[src/assert_macros.svh]
// Assertion helpers used by arpc_ctrl. Each use expects clk and rst_n in scope.
`ifndef ASSERT_MACROS_SVH
`define ASSERT_MACROS_SVH

// Check a property on every rising edge outside reset.
`define ARPC_ASSERT(lbl, prop, msg) \
  lbl: assert property (@(posedge clk) disable iff (!rst_n) prop) else $error(msg);

// Check that a condition never holds on a rising edge outside reset.
`define ARPC_NEVER(lbl, cond, msg) \
  `ARPC_ASSERT(lbl, !(cond), msg)

`endif

[src/arpc_pkg.sv]
package arpc_pkg;

  localparam int IP_W       = 32;
  localparam int MAC_W      = 48;
  localparam int LIMIT_W    = 5;
  localparam int SLOT_W     = 4;
  localparam int COUNT_W    = 5;
  localparam int IN_TDATA_W  = 88;
  localparam int OUT_TDATA_W = 96;

  // most results a single dump may return
  localparam logic [LIMIT_W-1:0] MAX_RESULTS = 5'd16;

  typedef enum logic [1:0] {
    CMD_LOOKUP = 2'd0,
    CMD_ADD    = 2'd1,
    CMD_DUMP   = 2'd2
  } cmd_t;

  typedef enum logic [2:0] {
    STS_HIT        = 3'd0,
    STS_MISS       = 3'd1,
    STS_UPDATED    = 3'd2,
    STS_INSERTED   = 3'd3,
    STS_DROPPED    = 3'd4,
    STS_DUMP_ENTRY = 3'd5,
    STS_DUMP_EMPTY = 3'd6
  } status_t;

  typedef struct packed {
    logic             valid;
    logic [IP_W-1:0]  ip;
    logic [MAC_W-1:0] mac;
  } entry_t;

  // ring control from the sequencer to the cells
  typedef struct packed {
    logic   shift;
    logic   load;
    entry_t wr_entry;
  } ring_ctl_t;

endpackage

[src/arp_cache_table.sv]
// Channel   Dir  Handshake               Payload
// in_       in   in_tvalid / in_tready   tuser: command; tdata: ip, mac, dump limit
// out_      out  out_tvalid / out_tready tuser: status; tdata: ip, mac, slot, count
//
// Lookup, dump and a dropped add: one scan pass, then the flush state registers the last result and
// the sequencer returns to idle; an add that writes takes a second pass, the write pass, before flush.
// Each pass rotates the entries once through the ring of cells, one slot per cycle unless a dump stall holds it.
// One item at a time: in_tready is high only while the sequencer is idle.
// Reset (rst_n low, synchronous) clears all valid bits at once; no sweep is needed.
// A busy output register freezes a dump pass and delays the final result; nothing drops.
module arp_cache_table
  import arpc_pkg::*;
#(
  parameter int ENTRIES = 16
) (
  input  logic                   clk,
  input  logic                   rst_n,
  input  logic                   in_tvalid,
  output logic                   in_tready,
  input  logic [IN_TDATA_W-1:0]  in_tdata,   // ip_address, mac_address, dump_limit
  input  logic [1:0]             in_tuser,   // command
  output logic                   out_tvalid,
  input  logic                   out_tready,
  output logic [OUT_TDATA_W-1:0] out_tdata,  // result_ip, result_mac, slot_index, entry_count
  output logic [2:0]             out_tuser,  // status
  output logic                   out_tlast
);

  // cell k holds slot k between items; during a pass the ring rotates toward
  // cell 0 (the head) and cell ENTRIES-1 takes the head's entry back in
  entry_t    cell_q   [ENTRIES];
  ring_ctl_t ring_ctl;

  logic [SLOT_W-1:0]  res_slot;
  logic [COUNT_W-1:0] res_count;
  logic [IP_W-1:0]    res_ip;
  logic [MAC_W-1:0]   res_mac;

  for (genvar k = 0; k < ENTRIES; k++) begin : g_cell
    ring_ctl_t cell_ctl;

    // only the tail cell takes a write
    always_comb begin
      cell_ctl      = ring_ctl;
      cell_ctl.load = (k == ENTRIES - 1) ? ring_ctl.load : 1'b0;
    end

    arpc_cell u_cell (
      .clk   (clk),
      .rst_n (rst_n),
      .ctl   (cell_ctl),
      .d     (cell_q[(k + 1) % ENTRIES]),
      .q     (cell_q[k])
    );
  end

  arpc_ctrl #(
    .ENTRIES (ENTRIES)
  ) u_ctrl (
    .clk        (clk),
    .rst_n      (rst_n),
    .in_valid   (in_tvalid),
    .in_ready   (in_tready),
    .in_command (in_tuser),
    .in_ip      (in_tdata[31:0]),
    .in_mac     (in_tdata[79:32]),
    .in_limit   (in_tdata[84:80]),
    .head       (cell_q[0]),
    .ring_ctl   (ring_ctl),
    .out_valid  (out_tvalid),
    .out_ready  (out_tready),
    .out_status (out_tuser),
    .out_ip     (res_ip),
    .out_mac    (res_mac),
    .out_slot   (res_slot),
    .out_count  (res_count),
    .out_last   (out_tlast)
  );

  // pack result fields from the lowest bit up, pad to whole bytes
  assign out_tdata = {7'b0, res_count, res_slot, res_mac, res_ip};

endmodule

[src/arpc_cell.sv]
module arpc_cell
  import arpc_pkg::*;
(
  input  logic      clk,
  input  logic      rst_n,
  input  ring_ctl_t ctl,
  input  entry_t    d,
  output entry_t    q
);

  logic             valid_r;
  logic [IP_W-1:0]  ip_r;
  logic [MAC_W-1:0] mac_r;

  // valid bit clears on reset, the payload waits for its first write
  always_ff @(posedge clk) begin
    if (!rst_n) begin
      valid_r <= 1'b0;
    end else if (ctl.shift) begin
      valid_r <= ctl.load ? ctl.wr_entry.valid : d.valid;
    end
  end

  always_ff @(posedge clk) begin
    if (ctl.shift) begin
      ip_r  <= ctl.load ? ctl.wr_entry.ip  : d.ip;
      mac_r <= ctl.load ? ctl.wr_entry.mac : d.mac;
    end
  end

  assign q = '{valid: valid_r, ip: ip_r, mac: mac_r};

endmodule

[src/arpc_ctrl.sv]
`include "assert_macros.svh"

module arpc_ctrl
  import arpc_pkg::*;
#(
  parameter int ENTRIES = 16
) (
  input  logic               clk,
  input  logic               rst_n,
  input  logic               in_valid,
  output logic               in_ready,
  input  logic [1:0]         in_command,
  input  logic [IP_W-1:0]    in_ip,
  input  logic [MAC_W-1:0]   in_mac,
  input  logic [LIMIT_W-1:0] in_limit,
  input  entry_t             head,
  output ring_ctl_t          ring_ctl,
  output logic               out_valid,
  input  logic               out_ready,
  output logic [2:0]         out_status,
  output logic [IP_W-1:0]    out_ip,
  output logic [MAC_W-1:0]   out_mac,
  output logic [SLOT_W-1:0]  out_slot,
  output logic [COUNT_W-1:0] out_count,
  output logic               out_last
);

  localparam int IDXW = (ENTRIES > 1) ? $clog2(ENTRIES) : 1;
  localparam logic [IDXW-1:0] LAST_STEP = IDXW'(ENTRIES - 1);

  typedef enum logic [3:0] {
    ST_IDLE  = 4'b0001,
    ST_SCAN  = 4'b0010,
    ST_WRITE = 4'b0100,
    ST_FLUSH = 4'b1000
  } state_t;

  function automatic logic [SLOT_W-1:0] slot4(input logic [IDXW-1:0] idx);
    logic [IDXW+SLOT_W-1:0] ext;
    ext = {{SLOT_W{1'b0}}, idx};
    return ext[SLOT_W-1:0];
  endfunction

  state_t             state_r, state_nxt;
  cmd_t               cmd_r, cmd_nxt;
  logic [IP_W-1:0]    ip_r, ip_nxt;
  logic [MAC_W-1:0]   new_mac_r, new_mac_nxt;
  logic [LIMIT_W-1:0] lim_r, lim_nxt;
  logic [COUNT_W-1:0] cnt_r, cnt_nxt;
  logic [IDXW-1:0]    step_r, step_nxt;
  logic               found_r, found_nxt;
  logic [IDXW-1:0]    hit_idx_r, hit_idx_nxt;
  logic [MAC_W-1:0]   hit_mac_r, hit_mac_nxt;
  logic               free_r, free_nxt;
  logic [IDXW-1:0]    free_idx_r, free_idx_nxt;
  logic               pend_r, pend_nxt;
  logic [IP_W-1:0]    pend_ip_r, pend_ip_nxt;
  logic [MAC_W-1:0]   pend_mac_r, pend_mac_nxt;
  logic [IDXW-1:0]    pend_idx_r, pend_idx_nxt;

  logic               out_valid_r, out_valid_nxt;
  logic [2:0]         out_status_r, out_status_nxt;
  logic [IP_W-1:0]    out_ip_r, out_ip_nxt;
  logic [MAC_W-1:0]   out_mac_r, out_mac_nxt;
  logic [SLOT_W-1:0]  out_slot_r, out_slot_nxt;
  logic [COUNT_W-1:0] out_count_r, out_count_nxt;
  logic               out_last_r, out_last_nxt;

  logic            out_free;
  logic            head_match;
  logic            dump_take;
  logic            stall;
  logic            last_step;
  logic [IDXW-1:0] wr_idx;

  assign out_free   = !out_valid_r || out_ready;
  assign head_match = head.valid && (head.ip == ip_r);
  assign dump_take  = (cmd_r == CMD_DUMP) && head.valid && (cnt_r < lim_r);
  // a new dump entry must push the held one out first
  assign stall      = (state_r == ST_SCAN) && dump_take && pend_r && !out_free;
  assign last_step  = (step_r == LAST_STEP);
  assign wr_idx     = found_r ? hit_idx_r : free_idx_r;

  assign in_ready = (state_r == ST_IDLE);

  always_comb begin
    ring_ctl.shift    = ((state_r == ST_SCAN) && !stall) || (state_r == ST_WRITE);
    ring_ctl.load     = (state_r == ST_WRITE) && (step_r == wr_idx);
    ring_ctl.wr_entry = '{valid: 1'b1, ip: ip_r, mac: new_mac_r};
  end

  always_comb begin
    state_nxt      = state_r;
    cmd_nxt        = cmd_r;
    ip_nxt         = ip_r;
    new_mac_nxt    = new_mac_r;
    lim_nxt        = lim_r;
    cnt_nxt        = cnt_r;
    step_nxt       = step_r;
    found_nxt      = found_r;
    hit_idx_nxt    = hit_idx_r;
    hit_mac_nxt    = hit_mac_r;
    free_nxt       = free_r;
    free_idx_nxt   = free_idx_r;
    pend_nxt       = pend_r;
    pend_ip_nxt    = pend_ip_r;
    pend_mac_nxt   = pend_mac_r;
    pend_idx_nxt   = pend_idx_r;
    out_valid_nxt  = out_valid_r && !out_ready;
    out_status_nxt = out_status_r;
    out_ip_nxt     = out_ip_r;
    out_mac_nxt    = out_mac_r;
    out_slot_nxt   = out_slot_r;
    out_count_nxt  = out_count_r;
    out_last_nxt   = out_last_r;

    unique case (state_r)
      ST_IDLE: begin
        if (in_valid) begin
          cmd_nxt     = cmd_t'(in_command);
          ip_nxt      = in_ip;
          new_mac_nxt = in_mac;
          lim_nxt     = (in_limit > MAX_RESULTS) ? MAX_RESULTS : in_limit;
          cnt_nxt     = '0;
          step_nxt    = '0;
          found_nxt   = 1'b0;
          free_nxt    = 1'b0;
          pend_nxt    = 1'b0;
          // unused command code: drop the item
          case (in_command)
            CMD_LOOKUP, CMD_ADD, CMD_DUMP: state_nxt = ST_SCAN;
            default:                       state_nxt = ST_IDLE;
          endcase
        end
      end

      ST_SCAN: begin
        if (!stall) begin
          if (cmd_r != CMD_DUMP) begin
            if (head_match && !found_r) begin
              found_nxt   = 1'b1;
              hit_idx_nxt = step_r;
              hit_mac_nxt = head.mac;
            end
            if (!head.valid && !free_r) begin
              free_nxt     = 1'b1;
              free_idx_nxt = step_r;
            end
          end else if (dump_take) begin
            if (pend_r) begin
              out_valid_nxt  = 1'b1;
              out_status_nxt = STS_DUMP_ENTRY;
              out_ip_nxt     = pend_ip_r;
              out_mac_nxt    = pend_mac_r;
              out_slot_nxt   = slot4(pend_idx_r);
              out_count_nxt  = cnt_r;
              out_last_nxt   = 1'b0;
            end
            pend_nxt     = 1'b1;
            pend_ip_nxt  = head.ip;
            pend_mac_nxt = head.mac;
            pend_idx_nxt = step_r;
            cnt_nxt      = cnt_r + 1'b1;
          end
          if (last_step) begin
            step_nxt = '0;
            if ((cmd_r == CMD_ADD) && (found_nxt || free_nxt)) begin
              state_nxt = ST_WRITE;
            end else begin
              state_nxt = ST_FLUSH;
            end
          end else begin
            step_nxt = step_r + 1'b1;
          end
        end
      end

      ST_WRITE: begin
        if (last_step) begin
          step_nxt  = '0;
          state_nxt = ST_FLUSH;
        end else begin
          step_nxt = step_r + 1'b1;
        end
      end

      ST_FLUSH: begin
        if (out_free) begin
          out_valid_nxt  = 1'b1;
          out_last_nxt   = 1'b1;
          out_ip_nxt     = '0;
          out_mac_nxt    = '0;
          out_slot_nxt   = '0;
          out_count_nxt  = '0;
          state_nxt      = ST_IDLE;
          case (cmd_r)
            CMD_LOOKUP: begin
              if (found_r) begin
                out_status_nxt = STS_HIT;
                out_mac_nxt    = hit_mac_r;
                out_slot_nxt   = slot4(hit_idx_r);
              end else begin
                out_status_nxt = STS_MISS;
              end
            end
            CMD_ADD: begin
              if (found_r) begin
                out_status_nxt = STS_UPDATED;
                out_slot_nxt   = slot4(hit_idx_r);
              end else if (free_r) begin
                out_status_nxt = STS_INSERTED;
                out_slot_nxt   = slot4(free_idx_r);
              end else begin
                out_status_nxt = STS_DROPPED;
              end
            end
            default: begin
              if (pend_r) begin
                out_status_nxt = STS_DUMP_ENTRY;
                out_ip_nxt     = pend_ip_r;
                out_mac_nxt    = pend_mac_r;
                out_slot_nxt   = slot4(pend_idx_r);
                out_count_nxt  = cnt_r;
              end else begin
                out_status_nxt = STS_DUMP_EMPTY;
              end
            end
          endcase
        end
      end

      default: state_nxt = ST_IDLE;
    endcase
  end

  always_ff @(posedge clk) begin
    if (!rst_n) begin
      state_r     <= ST_IDLE;
      out_valid_r <= 1'b0;
      step_r      <= '0;
      cnt_r       <= '0;
      lim_r       <= '0;
      found_r     <= 1'b0;
      free_r      <= 1'b0;
      pend_r      <= 1'b0;
    end else begin
      state_r     <= state_nxt;
      out_valid_r <= out_valid_nxt;
      step_r      <= step_nxt;
      cnt_r       <= cnt_nxt;
      lim_r       <= lim_nxt;
      found_r     <= found_nxt;
      free_r      <= free_nxt;
      pend_r      <= pend_nxt;
    end
  end

  always_ff @(posedge clk) begin
    cmd_r        <= cmd_nxt;
    ip_r         <= ip_nxt;
    new_mac_r    <= new_mac_nxt;
    hit_idx_r    <= hit_idx_nxt;
    hit_mac_r    <= hit_mac_nxt;
    free_idx_r   <= free_idx_nxt;
    pend_ip_r    <= pend_ip_nxt;
    pend_mac_r   <= pend_mac_nxt;
    pend_idx_r   <= pend_idx_nxt;
    out_status_r <= out_status_nxt;
    out_ip_r     <= out_ip_nxt;
    out_mac_r    <= out_mac_nxt;
    out_slot_r   <= out_slot_nxt;
    out_count_r  <= out_count_nxt;
    out_last_r   <= out_last_nxt;
  end

  assign out_valid  = out_valid_r;
  assign out_status = out_status_r;
  assign out_ip     = out_ip_r;
  assign out_mac    = out_mac_r;
  assign out_slot   = out_slot_r;
  assign out_count  = out_count_r;
  assign out_last   = out_last_r;

  `ARPC_NEVER(a_idle_no_shift, ring_ctl.shift && (state_r == ST_IDLE), "ring moved while idle")
  `ARPC_ASSERT(a_load_in_write, ring_ctl.load |-> (state_r == ST_WRITE), "load outside write pass")
  `ARPC_ASSERT(a_count_in_limit, (cnt_r <= lim_r), "dump count passed its limit")
  `ARPC_ASSERT(a_flush_emits, (state_r == ST_FLUSH && out_free) |=> (state_r == ST_IDLE && out_valid_r), "flush did not emit")

endmodule
[config.mk]
export PLATFORM = sky130hd
export DESIGN_NAME = arp_cache_table
export DESIGN_NICKNAME = d
export VERILOG_FILES = /design/src/arpc_pkg.sv /design/src/arp_cache_table.sv /design/src/arpc_cell.sv /design/src/arpc_ctrl.sv
export VERILOG_INCLUDE_DIRS = /design/src /design/src/src
export SDC_FILE = /design/constraint.sdc
export NUM_CORES = 1
export LEC_CHECK = 0
export BUFFER_PORTS_ARGS = -buffer_cell sky130_fd_sc_hd__buf_2
export CAP_MARGIN = 15
export CORE_ASPECT_RATIO = 1.75
export CORE_UTILIZATION = 30
export DETAILED_ROUTE_END_ITERATION = 8
export PLACE_DENSITY_LB_ADDON = 0.12
export SLEW_MARGIN = 20
export SYNTH_ARGS = -nofsm -noshare
export SYNTH_HDL_FRONTEND = slang
export SYNTH_SLANG_ARGS = --single-unit
[constraint.sdc]
create_clock -name clk -period 14.4 [get_ports clk]
set_input_delay 2.16 -clock clk [delete_from_list [all_inputs] [get_ports clk]]
set_output_delay 2.16 -clock clk [all_outputs]
set_load 0.005 [all_outputs]
==> impl_metrics.yaml <==
status:
  outcome: "completed"
sta:
  timing.slew.headroom_pct: 21.6
  tightest_slew_ns: 1.18
  finalMaxSlewViolations: 0
  fin_ws_ns: 9.60
  setup_tns_ns: 0
  fin_crit_sh_pct: 33.3
  setup_violations: 0
  min_period_ns: 4.80
  hold_ws_ns: 0.390
  clock_skew_ns: 0.0404
  hold_violations: 0
  grt_setup_unrepaired: "no"
  timing.fmax_ghz: 0.208
cts:
  ctsResizeCount: 0
  htree_num_levels: 4
  clk_latency_ns: 0.78
  cts_setup_buffers: 0
  clock_path_buffers: 4
  clock-root-buffer: "clkbuf_16"
  clk_pin_slew_worst_paths_ns: 0.06
  cts_buffers: 163
  numClockSinks: 1633
  postCtsHoldBufs: 0
  cts_tree: "built"
floorplanning:
  die_y_um: 554
  die_w_um: 317
  io_pins: 196
  rows: 202
  dieArea_mm2: 0.176
  start_util_pct: 30.2
  core_mm2: 0.173
route:
  wl_per_cell_um: 18.0
  postRouteAntennaNets: 0
  first_iter_violations: 1602
  dr.pass1.iters: 5
  drt-total-wl_um: 86300
  drc: 0
  avgViaCountPerCell: 4.17
  vias: 20000
critical_path:
  path_class: "primary input to flip-flop"
  start_kind: "primary input"
  cp.required_ns: 14.77
  cpPeakStageDelay_ns: 0.68
  cpLargestDelayFamily: "buffers and inverters"
  crit_slowest_cell: "buf_6"
  cp_num_buf_inv: 5
  crit_arrival_ns: 5.17
  end_kind: "flip-flop"
  crit_chain: "buf_2, nand3b_1, o41ai_4, buf_4, inv_16, buf_6, buf_12"
  critical_path_peak_fanout: 206
logic_synthesis:
  ys_ff_latch: 1633
  yosys_warnings: 0
  synthArstFlopShare_pct: 0
  synth_edf_count: 1595
  synth.cell_area_mm2: 0.0521
  synth_cell_types: 56
  synth_ff_type: "edfxtp_1"
  syn_avg_cell_area_um2: 24.9
  synthCells: 2091
  ys_seq_area_share_pct: 93.3
place:
  post-place-cells: 4507
  dp.final_hpwl_um: 42400
  io_buffer_count: 185
  place.gp.congestion: 0.714
  pre_cts_ws_ns: 8.50
grt:
  grt_start_max_net_pins: 207
  overflow: 0
  grt_pass1_vias: 20900
  grt_pass1_wl_um: 133000
  grt_use_total_pct: 9.96
  antenna_found_initial: 8
finish:
  fill_cells: 16000
  final_cell_mix: "1595 x edfxtp_1, 185 x buf_2, 165 x clkbuf_16"
  final_common_cell: "edfxtp_1"
  regArea_mm2: 0.0487
  final_cells: 4796
  nets: 2529
  drive_gt1_share_pct: 21.1
  area_growth_pct: 17.1
  multi_input_area_mm2: 0.00329
job:
  drv_cap: 0
pwr:
  power_per_cell_area_mw_per_mm2: 161
  peakVddDrop_mv: 0.0854
  p_leak_nw: 19.3
worst_hold_path:
  hold_path.class: "flip-flop to flip-flop"
## power by group
part,internal [W],switching (W)
clock,0.00237,0.00178
sequential,0.00542,0.0000605
combinational,0.0000416,0.000151
total,0.00783,0.00199
## cells by family (layout without fill, tap and decap cells)
family                   count (synthesis)  count (layout)  share of synthesized area [%]
other                                    1               9                        0.00719
XOR/XNOR                                37              37                          0.621
buffers and inverters                   49             502                          0.475
AND/OR/NAND/NOR                        166             166                           1.85
AO/OA/AOI/OAI                          112             112                           1.72
adder cells (fa/ha/maj)                  6               6                          0.144
flip-flops                            1633            1633                           93.3
multiplexers                            87              87                           1.86
## through the flow
| stage | area, um^2 | utilization, % | power, W |
|---|---|---|---|
| final | 61100 | 35.3 | 0.00982 |
| after detailed placement | 55900 | 32.4 | 0.00578 |
| after floorplan | 52200 | - | 0.00572 |
| after CTS | 61000 | 35.3 | 0.0100 |
| after global placement | 55900 | 32.4 | 0.00577 |
| after global routing | 61100 | 35.3 | 0.0102 |
## Yosys cell counts (all sizes together), types with 2 or more instances
cell type  count  share of area [%]
xnor2         31               0.52
nor3b          5              0.082
clkbuf        15               0.11
edfxtp      1595                 92
nor3           5              0.048
nand3b         3              0.043
mux2i          6               0.12
a21boi        21               0.30
nor2          12              0.086
a21o           2              0.029
nand2b         3              0.041
nor4           4              0.089
a22o          48               0.81
inv           10              0.077
a21oi         12               0.12
a22oi          4              0.058
o211a          2              0.038
nand3          7              0.067
nor2b         13               0.16
and2          39               0.47
nor4b          3               0.12
nand4          8              0.096
dfxtp         38                1.5
buf           24               0.29
o22ai          3              0.036
o21ai         10              0.096
or4b           2              0.038
nand2         57               0.41
or4            2              0.036
a31oi          2              0.024
ha             6               0.14
xor2           6               0.10
mux2          81                1.7
## sequential cells by signal, indices dropped and copies added (netlist names), 5 cells and up
| name | flops |
|---|---|
| g_cell.u_cell.mac_r | 768 |
| g_cell.u_cell.ip_r | 512 |
| u_ctrl.hit_mac_r | 48 |
| u_ctrl.new_mac_r | 48 |
| u_ctrl.out_mac | 48 |
| u_ctrl.pend_mac_r | 48 |
| u_ctrl.ip_r | 32 |
| u_ctrl.out_ip | 32 |
| u_ctrl.pend_ip_r | 32 |
| g_cell.u_cell.valid_r | 16 |
| u_ctrl.cnt_r | 5 |
| u_ctrl.lim_r | 5 |
| u_ctrl.out_count | 5 |
## final timing paths
kind                                              from                                    end  slack [ns]  cells after the start
setup reg to reg          u_ctrl.lim_r[4]$_SDFFE_PN0P_  g_cell[15].u_cell.mac_r[24]$_DFFE_PP_       10.04                      9
hold reg to reg   g_cell[3].u_cell.mac_r[13]$_DFFE_PP_   g_cell[2].u_cell.mac_r[13]$_DFFE_PP_        0.39                      0
hold / removal    g_cell[3].u_cell.mac_r[13]$_DFFE_PP_   g_cell[2].u_cell.mac_r[13]$_DFFE_PP_        0.39                      0
setup / recovery                            out_tready  g_cell[15].u_cell.mac_r[24]$_DFFE_PP_        9.60                      7
## per-layer routing
layer  track usage, %  wire (um)  part of all wire, %  up-vias
met4             4.05       2870                  3.3       10
li1                 -          -                    -     9003
met1             13.9      39200                   45    10400
met3             2.18       4150                  4.8      204
met5                0         60                0.070        -
met2             15.1      40000                   46      434
## layout make-up
type                            instances  share of cell area [%]
Antenna cell                            2                 0.00819
Inverter                               10                  0.0963
Multi-Input combinational cell        415                    5.39
Sequential cell                      1633                    79.7
Clock inverter                         88                    1.35
Tap cell                             2244                    4.60
Clock buffer                          198                    7.00
Timing Repair Buffer                  206                    1.89
Note: power is estimated with default switching activity, not from simulation.
